--- config.mk ---
export PLATFORM = sky130hd
export DESIGN_NAME = nearest_box_geo_distance
export DESIGN_NICKNAME = d
export VERILOG_FILES = /design/src/hdl/nbgd_pkg.sv /design/src/hdl/nearest_box_geo_distance.sv
export SDC_FILE = /design/constraint.sdc
export NUM_CORES = 2
export LEC_CHECK = 0
export BUFFER_PORTS_ARGS = -buffer_cell sky130_fd_sc_hd__buf_2
export CELL_PAD_IN_SITES_DETAIL_PLACEMENT = 1
export CELL_PAD_IN_SITES_GLOBAL_PLACEMENT = 1
export CORE_AREA = 2 2 333 335
export CTS_CLUSTER_SIZE = 24
export DETAILED_ROUTE_END_ITERATION = 12
export DIE_AREA = 0 0 335 337
export PLACE_DENSITY_LB_ADDON = 0.1
export SYNTH_ARGS = -nofsm -noshare
export SYNTH_HDL_FRONTEND = slang
export SYNTH_SLANG_ARGS = --single-unit
--- constraint.sdc ---
create_clock -name clk -period 11.3 [get_ports clk]
set_clock_uncertainty 0.2 [all_clocks]
set_input_delay 2.26 -clock clk [delete_from_list [all_inputs] [get_ports clk]]
set_output_delay 2.26 -clock clk [all_outputs]
set_load 0.01 [all_outputs]
--- src/hdl/nbgd_pkg.sv ---
// Package for the nearest box distance block: fixed-point constants and CORDIC angle table.
package nbgd_pkg;

  localparam int CORDIC_W     = 20;
  localparam int CORDIC_STEPS = 16;
  localparam int SQRT_W       = 40;
  localparam int SQRT_STEPS   = 20;
  localparam int MUL_A_W      = 17;
  localparam int MUL_B_W      = 30;
  localparam int PROD_W       = MUL_A_W + MUL_B_W;
  localparam int ACC_W        = 54;

  localparam logic [16:0]         MIN_START   = 17'd100000;
  localparam logic [16:0]         FULL_TURN   = 17'd36000;
  localparam logic [16:0]         HALF_TURN   = 17'd18000;
  localparam logic [16:0]         QUARTER     = 17'd9000;
  localparam logic [MUL_B_W-1:0]  DEG_TO_RAD  = 30'd749613;
  localparam logic [MUL_B_W-1:0]  AREA_K      = 30'd769010935;
  localparam logic signed [CORDIC_W-1:0] CORDIC_GAIN = 20'sd39797;
  localparam logic signed [CORDIC_W-1:0] ONE_Q16     = 20'sd65536;
  localparam logic signed [CORDIC_W-1:0] HALF_PI     = 20'sd102944;
  localparam logic [SQRT_W-1:0]   SQRT_BIT0   = 40'h40_0000_0000;
  localparam logic [PROD_W-1:0]   ROUND_Q16   = 47'd32768;

  localparam int REG_LON  = 0;
  localparam int REG_LAT  = 1;
  localparam int REG_AREA = 2;

  // arctangent of 2^-i in Q16 radians
  function automatic logic signed [CORDIC_W-1:0] atan_q16(input logic [3:0] i);
    logic signed [CORDIC_W-1:0] v;
    unique case (i)
      4'd0:  v = 20'sd51472;
      4'd1:  v = 20'sd30386;
      4'd2:  v = 20'sd16055;
      4'd3:  v = 20'sd8150;
      4'd4:  v = 20'sd4091;
      4'd5:  v = 20'sd2047;
      4'd6:  v = 20'sd1024;
      4'd7:  v = 20'sd512;
      4'd8:  v = 20'sd256;
      4'd9:  v = 20'sd128;
      4'd10: v = 20'sd64;
      4'd11: v = 20'sd32;
      4'd12: v = 20'sd16;
      4'd13: v = 20'sd8;
      4'd14: v = 20'sd4;
      default: v = 20'sd2;
    endcase
    return v;
  endfunction

endpackage

--- src/hdl/nearest_box_geo_distance.sv ---
// Top level: nearest box great-circle distance with a shared CORDIC, square root and multiplier.
//
//   channel  | signals                                            | direction
//   ---------+----------------------------------------------------+----------
//   in       | in_valid, in_ready, box_lon_left, box_lon_right,   | in
//            | box_lat_down, box_lat_up, last_box                 |
//   out      | out_valid, out_ready, distance_km                  | out
//   cfg      | cfg_we, cfg_index, cfg_data                        | in
//
// Sequence: a box that is not last runs two 16-step rotation passes, two 20-step square
//   roots and one 16-step vectoring pass, all on one shared unit; a last box then adds two
//   multiplier steps, a square root load, a 20-step square root for the area term and the
//   output load, which waits for the output register to be free.
// Reset: rst (synchronous) clears the configuration and control registers to zero and the running minimum to 100000.
// Stalls: a finished result waits in the output register while the next box is taken;
//   only a last box that finds the output register still full holds in the final state.
module nearest_box_geo_distance
  import nbgd_pkg::*;
#(
  parameter int EARTH_RADIUS_KM = 6371
) (
  input  logic               clk,
  input  logic               rst,
  input  logic               in_valid,
  output logic               in_ready,
  input  logic signed [15:0] box_lon_left,
  input  logic signed [15:0] box_lon_right,
  input  logic signed [14:0] box_lat_down,
  input  logic signed [14:0] box_lat_up,
  input  logic               last_box,
  output logic               out_valid,
  input  logic               out_ready,
  output logic [16:0]        distance_km,
  input  logic               cfg_we,
  input  logic [1:0]         cfg_index,
  input  logic [23:0]        cfg_data
);

  localparam logic [MUL_B_W-1:0] TWO_R = MUL_B_W'(2 * EARTH_RADIUS_KM);

  typedef enum logic [4:0] {
    S_IDLE, S_DIFF, S_FOLD, S_CONV, S_ZSET, S_ROT, S_CLAMP, S_RNUM,
    S_SQS, S_SQC, S_ATAN, S_DMUL, S_DIST, S_AMLO, S_AMHI, S_AROOT, S_SQT, S_OUT
  } state_t;

  state_t state;

  // configuration registers
  logic signed [15:0] region_longitude;
  logic signed [14:0] region_latitude;
  logic [23:0]        region_area;

  // captured transaction
  logic signed [15:0] lon_l, lon_r;
  logic signed [14:0] lat_d, lat_u;
  logic               last_q;

  logic [16:0] dx, dy;
  logic        pass;            // low: latitude cosine, high: longitude cosine
  logic [13:0] a_f;
  logic        neg;
  logic signed [17:0] cy, cx;
  logic [16:0] r;
  logic [16:0] s_q;
  logic [16:0] ang;
  logic [16:0] running_min;
  logic [19:0] term;

  logic [PROD_W-1:0] prod;
  logic [ACC_W-1:0]  acc;

  // shared CORDIC registers
  logic signed [CORDIC_W-1:0] cx_r, cy_r, cz_r;
  logic [3:0] it;

  // shared square root registers
  logic [SQRT_W-1:0] sq_rem, sq_res, sq_bit;
  logic [4:0]        sq_cnt;

  // ---------------- difference of the box edges ----------------
  logic signed [16:0] d_ll, d_lr;
  logic signed [15:0] d_lu, d_ld;
  logic [16:0] a_ll, a_lr, a_lu, a_ld;

  always_comb begin
    d_ll = 17'(lon_l) - 17'(region_longitude);
    d_lr = 17'(lon_r) - 17'(region_longitude);
    d_lu = 16'(lat_u) - 16'(region_latitude);
    d_ld = 16'(lat_d) - 16'(region_latitude);
    a_ll = d_ll[16] ? 17'(-d_ll) : 17'(d_ll);
    a_lr = d_lr[16] ? 17'(-d_lr) : 17'(d_lr);
    a_lu = d_lu[15] ? 17'(-17'(d_lu)) : 17'(d_lu);
    a_ld = d_ld[15] ? 17'(-17'(d_ld)) : 17'(d_ld);
  end

  // ---------------- angle fold to the first quadrant ----------------
  logic [16:0] f_a, f1, f2, f3;
  logic        f_neg;

  always_comb begin
    f_a   = pass ? dx : dy;
    f1    = (f_a >= FULL_TURN) ? f_a - FULL_TURN : f_a;
    f2    = (f1 > HALF_TURN) ? FULL_TURN - f1 : f1;
    f_neg = f2 > QUARTER;
    f3    = f_neg ? HALF_TURN - f2 : f2;
  end

  // ---------------- shared multiplier ----------------
  logic [MUL_A_W-1:0] mul_a;
  logic [MUL_B_W-1:0] mul_b;
  logic [PROD_W-1:0]  mul_p;

  always_comb begin
    unique case (state)
      S_CONV: begin
        mul_a = {3'b0, a_f};
        mul_b = DEG_TO_RAD;
      end
      S_DMUL: begin
        mul_a = ang;
        mul_b = TWO_R;
      end
      S_AMLO: begin
        mul_a = {5'b0, region_area[11:0]};
        mul_b = AREA_K;
      end
      S_AMHI: begin
        mul_a = {5'b0, region_area[23:12]};
        mul_b = AREA_K;
      end
      default: begin
        mul_a = '0;
        mul_b = '0;
      end
    endcase
    mul_p = PROD_W'(mul_a) * PROD_W'(mul_b);
  end

  // ---------------- shared CORDIC step ----------------
  // rotation drives z to zero, vectoring drives y to zero
  logic signed [CORDIC_W-1:0] xs, ys, at, x_n, y_n, z_n;
  logic plus;

  always_comb begin
    xs   = cx_r >>> it;
    ys   = cy_r >>> it;
    at   = atan_q16(it);
    plus = (state == S_ROT) ? cz_r[CORDIC_W-1] : (cy_r > 0);
    if (plus) begin
      x_n = cx_r + ys;
      y_n = cy_r - xs;
      z_n = cz_r + at;
    end else begin
      x_n = cx_r - ys;
      y_n = cy_r + xs;
      z_n = cz_r - at;
    end
  end

  // ---------------- shared square root step ----------------
  logic [SQRT_W:0]   sq_sum;
  logic              sq_ge;
  logic [SQRT_W-1:0] sq_rem_n, sq_res_n;

  always_comb begin
    sq_sum   = {1'b0, sq_res} + {1'b0, sq_bit};
    sq_ge    = {1'b0, sq_rem} >= sq_sum;
    sq_rem_n = sq_ge ? sq_rem - sq_sum[SQRT_W-1:0] : sq_rem;
    sq_res_n = sq_ge ? (sq_res >> 1) + sq_bit : sq_res >> 1;
  end

  // ---------------- clamps and output arithmetic ----------------
  logic [16:0] cos_mag;
  logic signed [19:0] num;
  logic [16:0] r_next;
  logic [16:0] ang_next;
  logic [16:0] box_km;
  logic [24:0] mm, diff;
  logic [25:0] rnd;
  logic        out_load;
  logic [PROD_W-1:0] dist_sum;

  always_comb begin
    if (cx_r < 0) cos_mag = '0;
    else if (cx_r > ONE_Q16) cos_mag = 17'd65536;
    else cos_mag = cx_r[16:0];

    num = 20'sd131072 - 20'(cy) - 20'(cx);
    if (num < 0) r_next = '0;
    else if ((num >>> 1) > 20'sd65536) r_next = 17'd65536;
    else r_next = num[17:1];

    if (z_n < 0) ang_next = '0;
    else if (z_n > HALF_PI) ang_next = HALF_PI[16:0];
    else ang_next = z_n[16:0];

    dist_sum = prod + ROUND_Q16;
    box_km   = dist_sum[32:16];

    mm   = {running_min, 8'b0};
    diff = (mm > {5'b0, term}) ? mm - {5'b0, term} : '0;
    rnd  = {1'b0, diff} + 26'd128;

    out_load = (state == S_OUT) && (!out_valid || out_ready);
  end

  assign in_ready = (state == S_IDLE);

  // ---------------- configuration ----------------
  always_ff @(posedge clk) begin
    if (rst) begin
      region_longitude <= '0;
      region_latitude  <= '0;
      region_area      <= '0;
    end else if (cfg_we) begin
      if (cfg_index == 2'(REG_LON)) region_longitude <= cfg_data[15:0];
      if (cfg_index == 2'(REG_LAT)) region_latitude  <= cfg_data[14:0];
      if (cfg_index == 2'(REG_AREA)) region_area     <= cfg_data;
    end
  end

  // ---------------- sequencer ----------------
  always_ff @(posedge clk) begin
    if (rst) begin
      state       <= S_IDLE;
      out_valid   <= 1'b0;
      running_min <= MIN_START;
      pass        <= 1'b0;
      it          <= '0;
      sq_cnt      <= '0;
    end else begin
      if (out_load) out_valid <= 1'b1;
      else if (out_valid && out_ready) out_valid <= 1'b0;
      unique case (state)
        S_IDLE: begin
          if (in_valid) begin
            lon_l  <= box_lon_left;
            lon_r  <= box_lon_right;
            lat_d  <= box_lat_down;
            lat_u  <= box_lat_up;
            last_q <= last_box;
            state  <= S_DIFF;
          end
        end
        S_DIFF: begin
          dx    <= (a_lr < a_ll) ? a_lr : a_ll;
          dy    <= (a_ld < a_lu) ? a_ld : a_lu;
          pass  <= 1'b0;
          state <= S_FOLD;
        end
        S_FOLD: begin
          a_f   <= f3[13:0];
          neg   <= f_neg;
          state <= S_CONV;
        end
        S_CONV: begin
          prod  <= mul_p;
          state <= S_ZSET;
        end
        S_ZSET: begin
          cz_r  <= CORDIC_W'(dist_sum[PROD_W-1:16]);
          cx_r  <= CORDIC_GAIN;
          cy_r  <= '0;
          it    <= '0;
          state <= S_ROT;
        end
        S_ROT: begin
          cx_r <= x_n;
          cy_r <= y_n;
          cz_r <= z_n;
          it   <= it + 4'd1;
          if (it == 4'(CORDIC_STEPS - 1)) state <= S_CLAMP;
        end
        S_CLAMP: begin
          if (!pass) begin
            cy    <= neg ? -18'(cos_mag) : 18'(cos_mag);
            pass  <= 1'b1;
            state <= S_FOLD;
          end else begin
            cx    <= neg ? -18'(cos_mag) : 18'(cos_mag);
            state <= S_RNUM;
          end
        end
        S_RNUM: begin
          r      <= r_next;
          sq_rem <= {7'b0, r_next, 16'b0};
          sq_res <= '0;
          sq_bit <= SQRT_BIT0;
          sq_cnt <= '0;
          state  <= S_SQS;
        end
        S_SQS, S_SQC, S_SQT: begin
          if (sq_cnt == 5'(SQRT_STEPS - 1)) begin
            sq_cnt <= '0;
            sq_res <= '0;
            sq_bit <= SQRT_BIT0;
            priority case (state)
              S_SQS: begin
                s_q    <= sq_res_n[16:0];
                sq_rem <= {7'b0, 17'(17'd65536 - r), 16'b0};
                state  <= S_SQC;
              end
              S_SQC: begin
                cx_r  <= CORDIC_W'(sq_res_n[16:0]);
                cy_r  <= CORDIC_W'(s_q);
                cz_r  <= '0;
                it    <= '0;
                state <= S_ATAN;
              end
              default: begin
                term  <= sq_res_n[19:0];
                state <= S_OUT;
              end
            endcase
          end else begin
            sq_rem <= sq_rem_n;
            sq_res <= sq_res_n;
            sq_bit <= sq_bit >> 2;
            sq_cnt <= sq_cnt + 5'd1;
          end
        end
        S_ATAN: begin
          cx_r <= x_n;
          cy_r <= y_n;
          cz_r <= z_n;
          it   <= it + 4'd1;
          if (it == 4'(CORDIC_STEPS - 1)) begin
            ang   <= ang_next;
            state <= S_DMUL;
          end
        end
        S_DMUL: begin
          prod  <= mul_p;
          state <= S_DIST;
        end
        S_DIST: begin
          if (box_km < running_min) running_min <= box_km;
          state <= last_q ? S_AMLO : S_IDLE;
        end
        S_AMLO: begin
          acc   <= ACC_W'(mul_p);
          state <= S_AMHI;
        end
        S_AMHI: begin
          acc   <= acc + (ACC_W'(mul_p) << 12);
          state <= S_AROOT;
        end
        S_AROOT: begin
          sq_rem <= {2'b0, acc[ACC_W-1:16]};
          sq_res <= '0;
          sq_bit <= SQRT_BIT0;
          sq_cnt <= '0;
          state  <= S_SQT;
        end
        S_OUT: begin
          if (out_load) begin
            distance_km <= rnd[24:8];
            running_min <= MIN_START;
            state       <= S_IDLE;
          end
        end
        default: state <= S_IDLE;
      endcase
    end
  end

  // ---------------- assertions ----------------
  a_min_bound: assert property (@(posedge clk) disable iff (rst)
    running_min <= MIN_START)
    else $error("running minimum above start value");

  a_busy_after_accept: assert property (@(posedge clk) disable iff (rst)
    (in_valid && in_ready) |=> !in_ready)
    else $error("ready stayed high after a transaction");

  a_min_restart: assert property (@(posedge clk) disable iff (rst)
    out_load |=> (running_min == MIN_START) && out_valid)
    else $error("minimum not restarted after result load");

  a_out_hold: assert property (@(posedge clk) disable iff (rst)
    (state == S_OUT && out_valid && !out_ready) |=> state == S_OUT)
    else $error("result overwrote a pending transaction");

endmodule
* After elaboration in Yosys (flattened, before gate mapping)
Memory sizes are Yosys's and may differ from the RTL's. A register that Yosys moved wholly into a read port is not among the register bits. Index checks and enable logic that the tools add are counted.
Operators by class: $mul 1, $lt $le $gt $ge 15, shift operators 2, reduce and logical (&&, ||, !) cells 41, bitwise gates (word level) 3, $add $sub $neg 30, multiplexer cells 64, equality and inequality tests 30
Operators by type and width (number):
- $mux 17 | 16
- $mux 40 | 5
- $mux 20 | 9
- $pmux 20 s3 | 3
- $pmux 40 s2 | 2
- $pmux 40 s3 | 1
- $pmux 54 s2 | 1
- $pmux 30 s3 | 1
- $pmux 5 s16 | 1
- $pmux 17 s4 | 1
- $add 20x20->20 | 3
- $lt 20x1->1 const B | 3
- $sub 20x20->20 | 3
- $add 54x54->54 | 1
- $lt 17x17->1 | 3
- $mul 17x30->47 | 1
- $add 40x40->41 | 1
- $ge 40x41->1 | 1
- $add 39x40->40 | 1
- $eq 5x4->1 const B | 8
- $gt 20x18->1 const B | 2
- $sshr 20x4->20 | 2
- $sub 40x40->40 | 1
- $mux 39 | 1
- other kinds (57) | 115
Word-level totals: input bits 94, register bits after elaboration 594, word-level logic and storage cells 221, memories 1, output and inout bits 19, bits in read-only memories 256
Memories:
- (name not given) | words 16, width 16, rd ports 1, clocked after Yosys merged registers in 1, write ports 0, line nbgd_pkg.sv:32 | unique case (i)

* Depth between registers and ports, before layout
depth after elaboration 7, depth in mapped cells 45

* Worst setup path after synthesis
OpenSTA, ideal clock, no wires.
path type register to register, start register state[3], end register acc[53], data pin, setup slack 1.205 ns, data required time 10.834 ns, period minus slack after synthesis 10.095 ns, buffers on the path 1, stages on the path, launching flop included 42, arrival time 9.629 ns, library setup time 0.266 ns, path through dfxtp_1 inv_1 nor2_1 nand2_1 nor2_1 clkbuf_1 a22oi_1 inv_1 nor2_1 fa_1 inv_1 fa_1 inv_1 fa_1 inv_1 fa_1 fa_1 inv_1 [6 not listed] nor3_1 o21bai_1 a21oi_1 o21ai_0 xor2_1 ha_1 a21o_1 a21o_1 a21o_1 a21oi_1 o21bai_1 a21o_1 a311oi_1 o221ai_1 a221oi_1 o21ai_0 xnor2_1 nor2_1
Between the ends: longest elaborated chain between the ends 6
Ends and longest elaborated chain:
- start: declaration | line nearest_box_geo_distance.sv:46 | state_t state;
- start signal: assignment | line nearest_box_geo_distance.sv:338 | state <= last_q ? S_AMLO : S_IDLE;
- $eq 5x4->1 | line nearest_box_geo_distance.sv:114 | unique case (state)
- $reduce_or 2->1 (no line)
- $pmux 30 s3 | line nearest_box_geo_distance.sv:114
- $mul 17x30->47 (*) | line nearest_box_geo_distance.sv:136 | mul_p = PROD_W'(mul_a) * PROD_W'(mul_b);
- via mul_p[25] | line nearest_box_geo_distance.sv:111 | logic [PROD_W-1:0] mul_p;
- $add 54x54->54 (*) | line nearest_box_geo_distance.sv:345 | acc <= acc + (ACC_W'(mul_p) << 12);
- $pmux 54 s2 (*) | line nearest_box_geo_distance.sv:234 | unique case (state)
- end signal: assignment | line nearest_box_geo_distance.sv:341 | acc <= ACC_W'(mul_p);
- end signal: assignment | line nearest_box_geo_distance.sv:345
- end: declaration | line nearest_box_geo_distance.sv:70 | logic [ACC_W-1:0] acc;
The timed path passes the listed nets; every way through them passes the cells marked *. A chain may end at the register's enable or synchronous reset.

* Final worst setup path
start register state[0], end register acc[53], data pin
Same word-level chain as after synthesis.

==> results.cfg <==
[run_status]
status = complete, no violations

[global_route]
grt_pass1_wl_um = 283100
busiest_layer = met2
grt_max_degree = 64
globalRoute.totalOverflow = 0
met2_usage_pct = 53.08
grt_antenna_before_repair = 12
grt.total_usage_pct = 32.51
gr-usage-met3_pct = 4.480
met1_usage_pct = 45.62
grt_pass1_vias = 47440

[setup_path]
worstSetupPathType = reg -> reg
r2r-start = state[0]
crit_top_cell = fa_1
cp_top_family = adder cells
crit_arrival_ps = 10960
critPathBufInv = 5
crit_fanout = 26
critPathSlowestCell = fa_1
start_kind = flop
endpoint_kind = flop
critical-path-max-stage-delay_ps = 590
startpoint = state[0]
cp.required_ps = 11500

[logic_synthesis]
synth_most_common_cell = inv_1
ys.flop_type = edfxtp_1
synth.area.top_cells = edfxtp_1 (25%), fa_1 (12%), ha_1 (12%), inv_1 (5.4%), xnor2_1 (4.3%)
synth_edf_count = 459
yosysTopAreaCell = edfxtp_1
netlist_area_mm2 = 0.05550
ys_seq_elements = 563
synth.avg_cell_area_um2 = 9.337
ys_seq_area_share_pct = 28.59
synth.distinct_cells = 104
synth_warnings = 0
synthArstFlopShare_pct = 0
synthTopCellsByCount = inv_1 (793), ha_1 (532), nand2_1 (510)
synth_top_area_share_pct = 24.83
syn_inst = 5944

[timing]
setup_viol = 0
min_period_over_period_pct = 95.24
tns_ps = 0
relSlewSlack_pct = 16.74
final_max_slew_viol_count = 0
tightest_slew_ps = 1232
fmax_ghz = 0.09292
layout_min_cycle_time_ps = 10760
grt_setup_unrepaired = false
final_hold_viol_count = 0

[power]
p_switching_w = 0.003143
p_comb_share_pct = 40.9
p_per_area_mw_per_mm2 = 134.6
swShare_pct = 38.54
clockPowerShare_pct = 29.2
seq_power_share_pct = 29.9
intPower_w = 0.005013
p_leak_nw = 26.43
ir_drop_v = 0.0001346

[placement]
gp_congestion = 0.9412
hpwl_um = 148400
io_buffers = 112

[clock_network]
cts.clk_slew.worst_paths_ps = 60
cts_max_path_buffers = 3
cts_hold_buffers = 0
cts-root-buf = clkbuf_16
cts-buffers-inserted = 72
worstSkewPairLatency_ps = 670
cts_tree = yes
cts_htree_levels = 3
clock_sinks = 563

[drt]
routed_wl_um = 182600
firstDrtPassIters = 5
routed-via-count = 45420
postRouteAntennaNets = 0
via_per_inst = 5.984
drc_errors = 0
wl_per_cell_um = 24.05
first_iter_violations = 3654

[worst_hold_path]
min_from = region_latitude[4]
worstHoldPathType = reg -> reg

[final_layout]
drive_gt1_share_pct = 7.756
fin_nets = 7075
fin_util_pct = 55.27
area_growth_pct = 9.151
fillers = 12530

[job]
maxCapViolCount = 0

[floorplan]
dieWidth_um = 335
io_pins = 113
die_y_um = 337
coreArea_mm2 = 0.1096
std_cell_rows = 122
dieArea_mm2 = 0.1129
start_util_pct = 50.64
-- state kept, by name (all words and copies together), names as in the netlist, 21 cells and up --
signal       count
acc             42
prod            21
region_area     24
sq_res          40
sq_rem          40
-- metal layers --
metal,wire length [um],vias to the layer above
met5,20,-
li1,-,20970
met3,11580,218
met4,4496,2
met2,84730,1235
met1,81730,22990
-- area by class of cell --
type	count	area [um^2]	share of cell area, %
Multi-Input combinational cell	4480	36370	60.04
Sequential cell	563	15870	26.20
Inverter	795	2984	4.926
Clock buffer	90	1879	3.102
Tap cell	1426	1784	2.945
Timing Repair Buffer	192	1164	1.921
Clock inverter	43	523.0	0.8634
Antenna cell	1	2.502	0.004131
-- power groups by stage --
stage                     logic (W)  clock network, W  registers [W]
after floorplan             0.00230                 0        0.00246
after global placement      0.00314                 0        0.00248
after detailed placement    0.00323                 0        0.00248
after CTS                   0.00327           0.00241        0.00244
after global routing        0.00366           0.00248        0.00245
final                       0.00333           0.00238        0.00244
-- worst reg2reg max path, delay by kind of cell, from the launching register on --
kind            cells  cell delay, ps
fa+ha+maj           8            3870
compound gates     14            3120
simple gates       10            1620
buf+inv             5             660
xor+xnor            2             500
flops               1             490
-- path summary, 6_finish.rpt --
check / slack, ps / end / cells past startpoint
setup / recovery: 540 / acc[53] / 39
hold / removal: 260 / region_latitude[4] / 2
setup reg to reg: 540 / acc[53] / 39
hold reg to reg: 260 / region_latitude[4] / 2
-- placed cells by master (no fill, tap or decap), drive strengths merged, types with 42 or more instances in the layout --
cell type / instances
inv: 804
ha: 532
nand2: 511
edfxtp: 459
nor2: 401
a21oi: 349
fa: 345
o21ai: 289
xnor2: 270
xor2: 222
buf: 192
a21o: 143
dfxtp: 104
nand3: 103
nor3: 96
clkbuf: 90
mux2i: 88
nor2b: 78
nand2b: 76
a31oi: 64
conb: 63
and3: 61
o21bai: 51
nand4: 47
or3: 47
and2: 42
-- what timing repair did --
action | 4_1_cts | 5_1_grt
gates resized for setup | 0 | 5
hold endpoints to repair | 0 | 0
setup buffers | 0 | 0
endpoints found under the setup margin | 0 | 6
-- per-stage QoR --
| step | hold slack, ps | std cells | area [um^2] | power, W | setup WS (ps) |
|---|---|---|---|---|---|
| finish | 255.9 | 7590 | 60580 | 0.008156 | 538.1 |
| global route | 271.5 | 7589 | 60580 | 0.008592 | 9.638 |
| CTS | 254.5 | 7589 | 60550 | 0.008125 | 234.9 |
| detailed placement | 246.8 | 7456 | 58150 | 0.005715 | 278.0 |
| global placement | 243.6 | 7456 | 58150 | 0.005622 | 479.2 |
| floorplan | 236.0 | 6005 | 55730 | 0.004752 | 1205 |
-- kinds of logic after synthesis --
logic type | after synthesis | share of synthesized area [%]
buf+inv | 962 | 6.630
flops | 563 | 28.59
simple gates | 1604 | 13.90
xor+xnor | 492 | 7.764
other cells | 2 | 0.01353
mux | 156 | 3.718
compound gates | 1288 | 14.95
fa+ha+maj | 877 | 24.44
Power figures use the tool's default switching activity.
